[config.mk]
export PLATFORM = sky130hd
export DESIGN_NAME = clipped_line_pixel_generator_top
export DESIGN_NICKNAME = d
export VERILOG_FILES = /design/src/clpg_pkg.sv /design/src/clipped_line_pixel_generator_top.sv /design/src/clpg_queue.sv /design/src/clpg_front.sv /design/src/clpg_back.sv
export SDC_FILE = /design/constraint.sdc
export NUM_CORES = 1
export LEC_CHECK = 0
export ABC_AREA = 1
export BUFFER_PORTS_ARGS = -buffer_cell sky130_fd_sc_hd__buf_4
export CAP_MARGIN = 20
export CORE_ASPECT_RATIO = 0.7
export CORE_MARGIN = 5
export CORE_UTILIZATION = 60
export CTS_BUF_LIST = sky130_fd_sc_hd__clkbuf_8
export DETAILED_ROUTE_END_ITERATION = 12
export PLACE_DENSITY = 0.78
export SLEW_MARGIN = 20
export SYNTH_ARGS = -nofsm -noshare
export SYNTH_HDL_FRONTEND = slang
export SYNTH_HIERARCHICAL = 1
export SYNTH_SLANG_ARGS = --single-unit
[constraint.sdc]
create_clock -name clk -period 4.62 [get_ports clk]
set_input_delay 0.924 -clock clk [delete_from_list [all_inputs] [get_ports clk]]
set_output_delay 0.924 -clock clk [all_outputs]
set_load 0.05 [all_outputs]
[src/clpg_pkg.sv]
`default_nettype none
// ----------------------------------------------------------------------------
// clpg_pkg
// Shared types and constants for the clipped line pixel generator.
// ----------------------------------------------------------------------------
package clpg_pkg;

    // Width of the window size registers
    localparam int WIN_BITS = 12;

    // Configuration register index width
    localparam int CFG_IDX_BITS = 1;

    // Reset values of the window size registers
    localparam logic [WIN_BITS-1:0] WINDOW_WIDTH_RESET  = 12'd640;
    localparam logic [WIN_BITS-1:0] WINDOW_HEIGHT_RESET = 12'd480;

    // Item kind carried on the slave tuser
    typedef enum logic {
        OP_LOAD = 1'b0,
        OP_STEP = 1'b1
    } op_t;

    // Configuration register indexes
    typedef enum logic [CFG_IDX_BITS-1:0] {
        REG_WINDOW_WIDTH  = 1'b0,
        REG_WINDOW_HEIGHT = 1'b1
    } reg_idx_t;

    // Fill status of the command queue
    typedef struct packed {
        logic full;
        logic empty;
    } q_status_t;

endpackage : clpg_pkg
`default_nettype wire

[src/clipped_line_pixel_generator_top.sv]
`default_nettype none
// ----------------------------------------------------------------------------
// clipped_line_pixel_generator_top
// Bresenham line rasteriser with window clipping.
//
//   Channel  | Port group | Carries
//   ---------+------------+---------------------------------------------------
//   input    | s_axis_*   | load (segment end points) or step transactions
//   output   | m_axis_*   | one pixel per step while a segment is active
//   config   | cfg_*      | window width and height writes
//
// One transaction is accepted per cycle while the queue is not full; a step's
// pixel is queued at the accepting edge, then registered into the output slot.
// The Bresenham update is a combinational add, sign test and conditional
// subtract, so one pixel leaves per clock while steps are queued and the output
// is not stalled. Reset clears all stepping state, leaving the block idle.
// A stalled output holds the back part; the two-entry queue accepts until full.
// ----------------------------------------------------------------------------
module clipped_line_pixel_generator_top
    import clpg_pkg::*;
#(
    parameter int COORD_BITS = 12
)
(
    input  wire logic                     clk,
    input  wire logic                     rst_n,
    input  wire logic                     s_axis_tvalid,
    output logic                          s_axis_tready,
    // x_start, y_start, x_end, y_end
    input  wire logic [((4*COORD_BITS+7)/8)*8-1:0] s_axis_tdata,
    // operation
    input  wire logic                     s_axis_tuser,
    output logic                          m_axis_tvalid,
    input  wire logic                     m_axis_tready,
    // pixel_x, pixel_y
    output logic [((2*COORD_BITS+7)/8)*8-1:0] m_axis_tdata,
    // visible
    output logic                          m_axis_tuser,
    output logic                          m_axis_tlast,
    input  wire logic                     cfg_write,
    input  wire logic [CFG_IDX_BITS-1:0]  cfg_index,
    input  wire logic [WIN_BITS-1:0]      cfg_data
);

    localparam int C        = COORD_BITS;
    localparam int ENTRY_W  = 4*COORD_BITS + 3;
    localparam int OUT_W    = ((2*COORD_BITS+7)/8)*8;

    logic [WIN_BITS-1:0] win_w_reg;
    logic [WIN_BITS-1:0] win_h_reg;
    q_status_t           q_status;
    logic                push;
    logic                pop;
    logic [ENTRY_W-1:0]  push_entry;
    logic [ENTRY_W-1:0]  pop_entry;
    logic [C-1:0]        pixel_x;
    logic [C-1:0]        pixel_y;
    op_t                 operation;

    assign operation = op_t'(s_axis_tuser);

    // Window size registers
    always_ff @(posedge clk or negedge rst_n)
    begin
        if (!rst_n)
        begin
            win_w_reg <= WINDOW_WIDTH_RESET;
            win_h_reg <= WINDOW_HEIGHT_RESET;
        end
        else if (cfg_write)
        begin
            unique case (reg_idx_t'(cfg_index))
                REG_WINDOW_WIDTH:  win_w_reg <= cfg_data;
                REG_WINDOW_HEIGHT: win_h_reg <= cfg_data;
                default:           ;
            endcase
        end
    end

    clpg_front #(
        .COORD_BITS (COORD_BITS)
    ) u_front (
        .in_valid  (s_axis_tvalid),
        .in_ready  (s_axis_tready),
        .operation (operation),
        .x_start   (s_axis_tdata[C-1:0]),
        .y_start   (s_axis_tdata[2*C-1:C]),
        .x_end     (s_axis_tdata[3*C-1:2*C]),
        .y_end     (s_axis_tdata[4*C-1:3*C]),
        .q_status  (q_status),
        .push      (push),
        .entry     (push_entry)
    );

    clpg_queue #(
        .WIDTH (ENTRY_W)
    ) u_queue (
        .clk       (clk),
        .rst_n     (rst_n),
        .push      (push),
        .push_data (push_entry),
        .pop       (pop),
        .pop_data  (pop_entry),
        .status    (q_status)
    );

    clpg_back #(
        .COORD_BITS (COORD_BITS)
    ) u_back (
        .clk           (clk),
        .rst_n         (rst_n),
        .q_status      (q_status),
        .entry         (pop_entry),
        .pop           (pop),
        .window_width  (win_w_reg),
        .window_height (win_h_reg),
        .out_valid     (m_axis_tvalid),
        .out_ready     (m_axis_tready),
        .pixel_x       (pixel_x),
        .pixel_y       (pixel_y),
        .visible       (m_axis_tuser),
        .last_pixel    (m_axis_tlast)
    );

    assign m_axis_tdata = OUT_W'({pixel_y, pixel_x});

endmodule : clipped_line_pixel_generator_top
`default_nettype wire

[src/clpg_queue.sv]
`default_nettype none
// ----------------------------------------------------------------------------
// clpg_queue
// Two-entry command queue between the front and back parts. Push and pop
// may happen in the same cycle.
// ----------------------------------------------------------------------------
module clpg_queue
    import clpg_pkg::*;
#(
    parameter int WIDTH = 51
)
(
    input  wire logic             clk,
    input  wire logic             rst_n,
    input  wire logic             push,
    input  wire logic [WIDTH-1:0] push_data,
    input  wire logic             pop,
    output logic      [WIDTH-1:0] pop_data,
    output q_status_t             status
);

    logic [WIDTH-1:0] mem_reg [2];
    logic             wr_ptr_reg;
    logic             wr_ptr_next;
    logic             rd_ptr_reg;
    logic             rd_ptr_next;
    logic [1:0]       count_reg;
    logic [1:0]       count_next;

    // Pointer and fill count update
    always_comb
    begin
        wr_ptr_next = push ? ~wr_ptr_reg : wr_ptr_reg;
        rd_ptr_next = pop  ? ~rd_ptr_reg : rd_ptr_reg;
        count_next  = count_reg;
        if (push && !pop)
        begin
            count_next = count_reg + 2'd1;
        end
        else if (pop && !push)
        begin
            count_next = count_reg - 2'd1;
        end
    end

    always_ff @(posedge clk or negedge rst_n)
    begin
        if (!rst_n)
        begin
            wr_ptr_reg <= 1'b0;
            rd_ptr_reg <= 1'b0;
            count_reg  <= 2'd0;
        end
        else
        begin
            wr_ptr_reg <= wr_ptr_next;
            rd_ptr_reg <= rd_ptr_next;
            count_reg  <= count_next;
        end
    end

    // Entry storage, no reset needed
    always_ff @(posedge clk)
    begin
        if (push)
        begin
            mem_reg[wr_ptr_reg] <= push_data;
        end
    end

    assign pop_data     = mem_reg[rd_ptr_reg];
    assign status.full  = (count_reg == 2'd2);
    assign status.empty = (count_reg == 2'd0);

endmodule : clpg_queue
`default_nettype wire

[src/clpg_front.sv]
`default_nettype none
// ----------------------------------------------------------------------------
// clpg_front
// Accepts input transactions and classifies them. Loads get their extents
// and step directions worked out here before going into the queue.
// ----------------------------------------------------------------------------
module clpg_front
    import clpg_pkg::*;
#(
    parameter int COORD_BITS = 12
)
(
    input  wire logic                    in_valid,
    output logic                         in_ready,
    input  wire op_t                     operation,
    input  wire logic [COORD_BITS-1:0]   x_start,
    input  wire logic [COORD_BITS-1:0]   y_start,
    input  wire logic [COORD_BITS-1:0]   x_end,
    input  wire logic [COORD_BITS-1:0]   y_end,
    input  wire q_status_t               q_status,
    output logic                         push,
    // entry: op, x0, y0, |dx|, |dy|, x_neg, y_neg (lowest first)
    output logic [4*COORD_BITS+2:0]      entry
);

    logic [COORD_BITS:0]   dx;
    logic [COORD_BITS:0]   dy;
    logic [COORD_BITS:0]   dx_abs;
    logic [COORD_BITS:0]   dy_abs;
    logic                  x_neg;
    logic                  y_neg;

    // Signed extents and their magnitudes
    always_comb
    begin
        dx     = {x_end[COORD_BITS-1], x_end} - {x_start[COORD_BITS-1], x_start};
        dy     = {y_end[COORD_BITS-1], y_end} - {y_start[COORD_BITS-1], y_start};
        x_neg  = dx[COORD_BITS];
        y_neg  = dy[COORD_BITS];
        dx_abs = x_neg ? ((COORD_BITS+1)'(0) - dx) : dx;
        dy_abs = y_neg ? ((COORD_BITS+1)'(0) - dy) : dy;
    end

    // Handshake towards the queue
    assign in_ready = ~q_status.full;
    assign push     = in_valid & ~q_status.full;

    assign entry = {y_neg, x_neg,
                    dy_abs[COORD_BITS-1:0], dx_abs[COORD_BITS-1:0],
                    y_start, x_start, operation};

endmodule : clpg_front
`default_nettype wire

[src/clpg_back.sv]
`default_nettype none
// ----------------------------------------------------------------------------
// clpg_back
// Bresenham stepping state. Takes one queued command per cycle while the
// output register is free and produces clipped pixels.
// ----------------------------------------------------------------------------
module clpg_back
    import clpg_pkg::*;
#(
    parameter int COORD_BITS = 12
)
(
    input  wire logic                    clk,
    input  wire logic                    rst_n,
    input  wire q_status_t               q_status,
    input  wire logic [4*COORD_BITS+2:0] entry,
    output logic                         pop,
    input  wire logic [WIN_BITS-1:0]     window_width,
    input  wire logic [WIN_BITS-1:0]     window_height,
    output logic                         out_valid,
    input  wire logic                    out_ready,
    output logic [COORD_BITS-1:0]        pixel_x,
    output logic [COORD_BITS-1:0]        pixel_y,
    output logic                         visible,
    output logic                         last_pixel
);

    localparam int C   = COORD_BITS;
    localparam int E   = COORD_BITS + 3;
    localparam int CW  = (COORD_BITS > WIN_BITS) ? COORD_BITS : WIN_BITS;

    // Queue entry fields
    logic          e_op_raw;
    op_t           e_op;
    logic [C-1:0]  e_x0;
    logic [C-1:0]  e_y0;
    logic [C-1:0]  e_adx;
    logic [C-1:0]  e_ady;
    logic          e_xneg;
    logic          e_yneg;

    // Stepping state
    logic [C-1:0]  cur_x_reg,  cur_x_next;
    logic [C-1:0]  cur_y_reg,  cur_y_next;
    logic [E-1:0]  err_reg,    err_next;
    logic [C:0]    maj2_reg,   maj2_next;
    logic [C:0]    min2_reg,   min2_next;
    logic [C-1:0]  left_reg,   left_next;
    logic          xneg_reg,   xneg_next;
    logic          yneg_reg,   yneg_next;
    logic          xmaj_reg,   xmaj_next;

    // Output register
    logic          valid_reg,  valid_next;
    logic [C-1:0]  px_reg,     px_next;
    logic [C-1:0]  py_reg,     py_next;
    logic          vis_reg,    vis_next;
    logic          last_reg,   last_next;

    logic          l_xmaj;
    logic [C-1:0]  l_major;
    logic [C-1:0]  l_minor;
    logic [E-1:0]  err_sum;
    logic [E-1:0]  err_sub;
    logic [C-1:0]  x_stepped;
    logic [C-1:0]  y_stepped;
    logic          x_ok;
    logic          y_ok;
    logic          emit;

    assign {e_yneg, e_xneg, e_ady, e_adx, e_y0, e_x0, e_op_raw} = entry;
    assign e_op = op_t'(e_op_raw);

    // Take a command when there is one and the output slot is free
    assign pop  = ~q_status.empty & (~valid_reg | out_ready);
    assign emit = pop & (e_op == OP_STEP) & (left_reg != '0);

    // Load set-up: pick the major axis, y wins a tie
    always_comb
    begin
        l_xmaj  = (e_adx > e_ady);
        l_major = l_xmaj ? e_adx : e_ady;
        l_minor = l_xmaj ? e_ady : e_adx;
    end

    // One Bresenham step
    always_comb
    begin
        err_sum   = err_reg + E'(min2_reg);
        err_sub   = err_sum - E'(maj2_reg);
        x_stepped = xneg_reg ? (cur_x_reg - C'(1)) : (cur_x_reg + C'(1));
        y_stepped = yneg_reg ? (cur_y_reg - C'(1)) : (cur_y_reg + C'(1));
    end

    // Window clipping of the current point
    always_comb
    begin
        x_ok = ~cur_x_reg[C-1] && (CW'(cur_x_reg) < CW'(window_width));
        y_ok = ~cur_y_reg[C-1] && (CW'(cur_y_reg) < CW'(window_height));
    end

    // State update
    always_comb
    begin
        cur_x_next = cur_x_reg;
        cur_y_next = cur_y_reg;
        err_next   = err_reg;
        maj2_next  = maj2_reg;
        min2_next  = min2_reg;
        left_next  = left_reg;
        xneg_next  = xneg_reg;
        yneg_next  = yneg_reg;
        xmaj_next  = xmaj_reg;
        if (pop && (e_op == OP_LOAD))
        begin
            cur_x_next = e_x0;
            cur_y_next = e_y0;
            err_next   = E'(0) - E'(l_major);
            maj2_next  = {l_major, 1'b0};
            min2_next  = {l_minor, 1'b0};
            left_next  = l_major;
            xneg_next  = e_xneg;
            yneg_next  = e_yneg;
            xmaj_next  = l_xmaj;
        end
        else if (emit)
        begin
            left_next = left_reg - C'(1);
            err_next  = err_sum[E-1] ? err_sum : err_sub;
            if (xmaj_reg)
            begin
                cur_x_next = x_stepped;
                if (!err_sum[E-1])
                begin
                    cur_y_next = y_stepped;
                end
            end
            else
            begin
                cur_y_next = y_stepped;
                if (!err_sum[E-1])
                begin
                    cur_x_next = x_stepped;
                end
            end
        end
    end

    // Output register update
    always_comb
    begin
        valid_next = valid_reg & ~out_ready;
        px_next    = px_reg;
        py_next    = py_reg;
        vis_next   = vis_reg;
        last_next  = last_reg;
        if (emit)
        begin
            valid_next = 1'b1;
            px_next    = cur_x_reg;
            py_next    = cur_y_reg;
            vis_next   = x_ok & y_ok;
            last_next  = (left_reg == C'(1));
        end
    end

    // Control state
    always_ff @(posedge clk or negedge rst_n)
    begin
        if (!rst_n)
        begin
            cur_x_reg <= '0;
            cur_y_reg <= '0;
            err_reg   <= '0;
            maj2_reg  <= '0;
            min2_reg  <= '0;
            left_reg  <= '0;
            xneg_reg  <= 1'b0;
            yneg_reg  <= 1'b0;
            xmaj_reg  <= 1'b0;
            valid_reg <= 1'b0;
        end
        else
        begin
            cur_x_reg <= cur_x_next;
            cur_y_reg <= cur_y_next;
            err_reg   <= err_next;
            maj2_reg  <= maj2_next;
            min2_reg  <= min2_next;
            left_reg  <= left_next;
            xneg_reg  <= xneg_next;
            yneg_reg  <= yneg_next;
            xmaj_reg  <= xmaj_next;
            valid_reg <= valid_next;
        end
    end

    // Output payload
    always_ff @(posedge clk)
    begin
        px_reg   <= px_next;
        py_reg   <= py_next;
        vis_reg  <= vis_next;
        last_reg <= last_next;
    end

    assign out_valid  = valid_reg;
    assign pixel_x    = px_reg;
    assign pixel_y    = py_reg;
    assign visible    = vis_reg;
    assign last_pixel = last_reg;

endmodule : clpg_back
`default_nettype wire
==> qor.yml <==
die:
  die_h_um: 144
  rows: 49
  die_x_um: 202
  io_pins: 95
  initial_utilization_pct: 60.5
  core_area_um2: 25600
  dieArea_um2: 29200
grt:
  first_global_vias: 12000
  grt_busiest_layer: "met1"
  grt_use_met1_pct: 38.6
  grt_max_degree: 83
  met2_usage_pct: 38.1
  grt_pass1_wl_mm: 60.2
  grt_usage_pct: 25.5
  use_met3_pct: 5.31
  antenna_found_initial: 2
  gr-total-overflow: 0
setup_path:
  cp_max_fo: 35
  worstSetupEndpointType: "flop"
  cp_data_required_time_ns: 5.06
  crit_type: "reg -> reg"
  arrival_ns: 4.38
  start_kind: "flop"
clock_network:
  tritoncts: "yes"
  cts_resized: 0
  postCtsSetupBuffers: 0
  cts_buffers: 38
  hold_buffers: 0
  clk_pin_slew_ns: 0.06
  clock_path_buffers: 3
  clockRootBuffer: "clkbuf_8"
  clock_latency_ns: 0.56
  clkSinkCount: 234
  cts_max_level: 2
drt:
  dr.pass1.iters: 5
  first_iter_violations: 1035
  viasPerCell: 5.54
  drt-total-wl_mm: 36.5
  drc_errors: 0
  vias: 12200
  ant_nets: 0
  avgRoutedWirePerCell_um: 16.5
logic_synthesis:
  synth_top_family_by_area: "simple AND/OR/NAND/NOR gates"
  ys_seq_elements: 234
  synth-xor-area-share_pct: 3.42
  yosys.area_share.adder_pct: 9.51
  ys.warnings.count: 6
  synthSimpleGateAreaFrac_pct: 22.4
  seq_area_frac_synth_pct: 42.0
  syn_inst: 1771
  synth_area_um2: 15500
  synth-compound-area-share_pct: 8.47
  avgSynthCellArea_um2: 8.74
  post_synth_mux_area_share_pct: 4.90
  synth_nets: 1952
  yosysUniqueCellTypes: 57
timing:
  skew_ns: 0.0280
  setup_tns_ns: 0
  finalCritPeriodShare_pct: 85.4
  hold_viol: 0
  relSlewSlack_pct: 40.8
  setup_viol: 0
  fmax_ghz: 0.254
  period_needed_ns: 3.94
  slew_viol_final: 0
  tightest_slew_ns: 0.888
  grt_setup_unrepaired: "no"
cells_and_area:
  layout-drive-gt1-share_pct: 16.3
  num_antenna_cells: 0
  largest_reg_flops: 102
  fin_nets: 2028
  syn_to_final_growth_pct: 8.82
placed_design:
  place_congestion: 0.950
  hpwl_mm: 27.7
  port_buffers: 94
status:
  status: "complete, no violations"
hold_path:
  min_path_type: "in -> async"
job:
  max_cap_violations: 0
-- final timing paths --
| check | from | end | slack [ns] | depth (start not counted) |
|---|---|---|---|---|
| min in group clk | win_h_reg[6] | win_h_reg[6] | 0.46 | 2 |
| hold reg to reg | win_h_reg[6] | win_h_reg[6] | 0.46 | 2 |
| hold / removal | rst_n | win_h_reg[4] | 0.42 | 1 |
| setup / recovery | u_queue/rd_ptr_reg | u_back/err_reg[12] | 0.68 | 21 |
| setup reg to reg | u_queue/rd_ptr_reg | u_back/err_reg[12] | 0.68 | 21 |
| max in group asynchronous | rst_n | win_w_reg[7] | 3.29 | 2 |
-- worst max-delay path: stages (launching register included) --
cell and delay [ns]:
dfrtp_2 0.82, buf_4 0.24, mux2_4 0.30, inv_1 0.07, ha_1 0.22, nand2_1 0.08, inv_1 0.04, nand2_1 0.06
nand2_1 0.06, nand2_1 0.07, nand3_2 0.23, nand2_4 0.39, o21ai_1 0.21, inv_1 0.10, ha_1 0.18, nand2_1 0.12
nor2_2 0.17, nand3_1 0.15, nand2_1 0.14, nand2_1 0.07, nand2_1 0.07, nand2_1 0.07
-- cell usage after synthesis (all sizes together) --
cell     instances  share of area (%)
inv            237                5.8
or4              1              0.049
o2111ai          1              0.057
dfstp            6                1.0
o21ai           94                3.2
a211oi           3               0.15
nand3          128                4.4
nand2          496                 13
xnor2           19                1.2
nand3b           8               0.39
nor4             6               0.24
mux2            51                4.9
o21a             4               0.19
a22oi            2              0.097
fa               6               0.78
o211ai          19               0.92
a21boi           2              0.097
a21o             4               0.19
clkbuf          11               0.27
o311ai           2               0.11
a21oi           74                2.5
nor3            16               0.52
ha             108                8.7
and2             1              0.040
a31oi            8               0.32
dfrtp          100                 16
nor2           105                2.9
nand2b           1              0.040
o31ai            3               0.15
o221ai           3               0.17
o21bai           7               0.34
xor2            38                2.2
nand4           16               0.65
edfxtp         128                 25
nor3b            1              0.049
buf             57                3.3
or2              5               0.20
-- per-stage QoR --
step	setup WS (ns)	area (um^2)	hold WS (ns)	utilization, %	cells
after floorplan	0.807	15500	0.442	-	1771
after global placement	0.838	16100	0.454	63.1	2138
after detailed placement	0.719	16100	0.457	63.1	2138
after CTS	0.696	16800	0.467	65.9	2208
after global routing	0.358	16800	0.472	65.9	2208
final	0.676	16800	0.424	65.9	2208
-- cell usage in the layout (no fill, tap or decap), types with 7 or more instances in the layout --
cell type  instances
a21oi_1           70
nand2_2           35
nor2_2             7
inv_1            238
dfrtp_1           99
o21ai_1           17
ha_1             108
nand3_2            9
clkbuf_8          41
inv_2             11
o21bai_1           7
mux2_4            49
buf_4            103
nand2_1          456
o21ai_0           73
nand4_1           16
edfxtp_1         128
a31oi_1            8
xor2_1            36
nor3_1            16
xnor2_1           17
nor2_1            91
o211ai_1          19
nor2_4             7
nand3b_1           8
nand3_1          119
-- cell families after synthesis --
family,after synthesis
mux,51
compound gates,226
xor+xnor,57
flops,234
fa+ha+maj,114
simple gates,784
buf+inv,305
-- cell type report --
type / instances / area (um^2)
Fill cell: 2057 / 8720
Inverter: 237 / 895
Multi-Input combinational cell: 1232 / 7540
Clock inverter: 29 / 139
Tap cell: 331 / 414
Sequential cell: 234 / 6500
Timing Repair Buffer: 104 / 785
Clock buffer: 41 / 564
-- routing by layer --
layer,vias up,part of all wire [%]
met5,-,0
met4,0,1.6
met3,58,8.8
met2,467,41
met1,5690,49
li1,6012,-
Power is left out: the tool's default activity adds up to more than one toggle a clock period on the data nets, which glitch-free logic cannot reach.
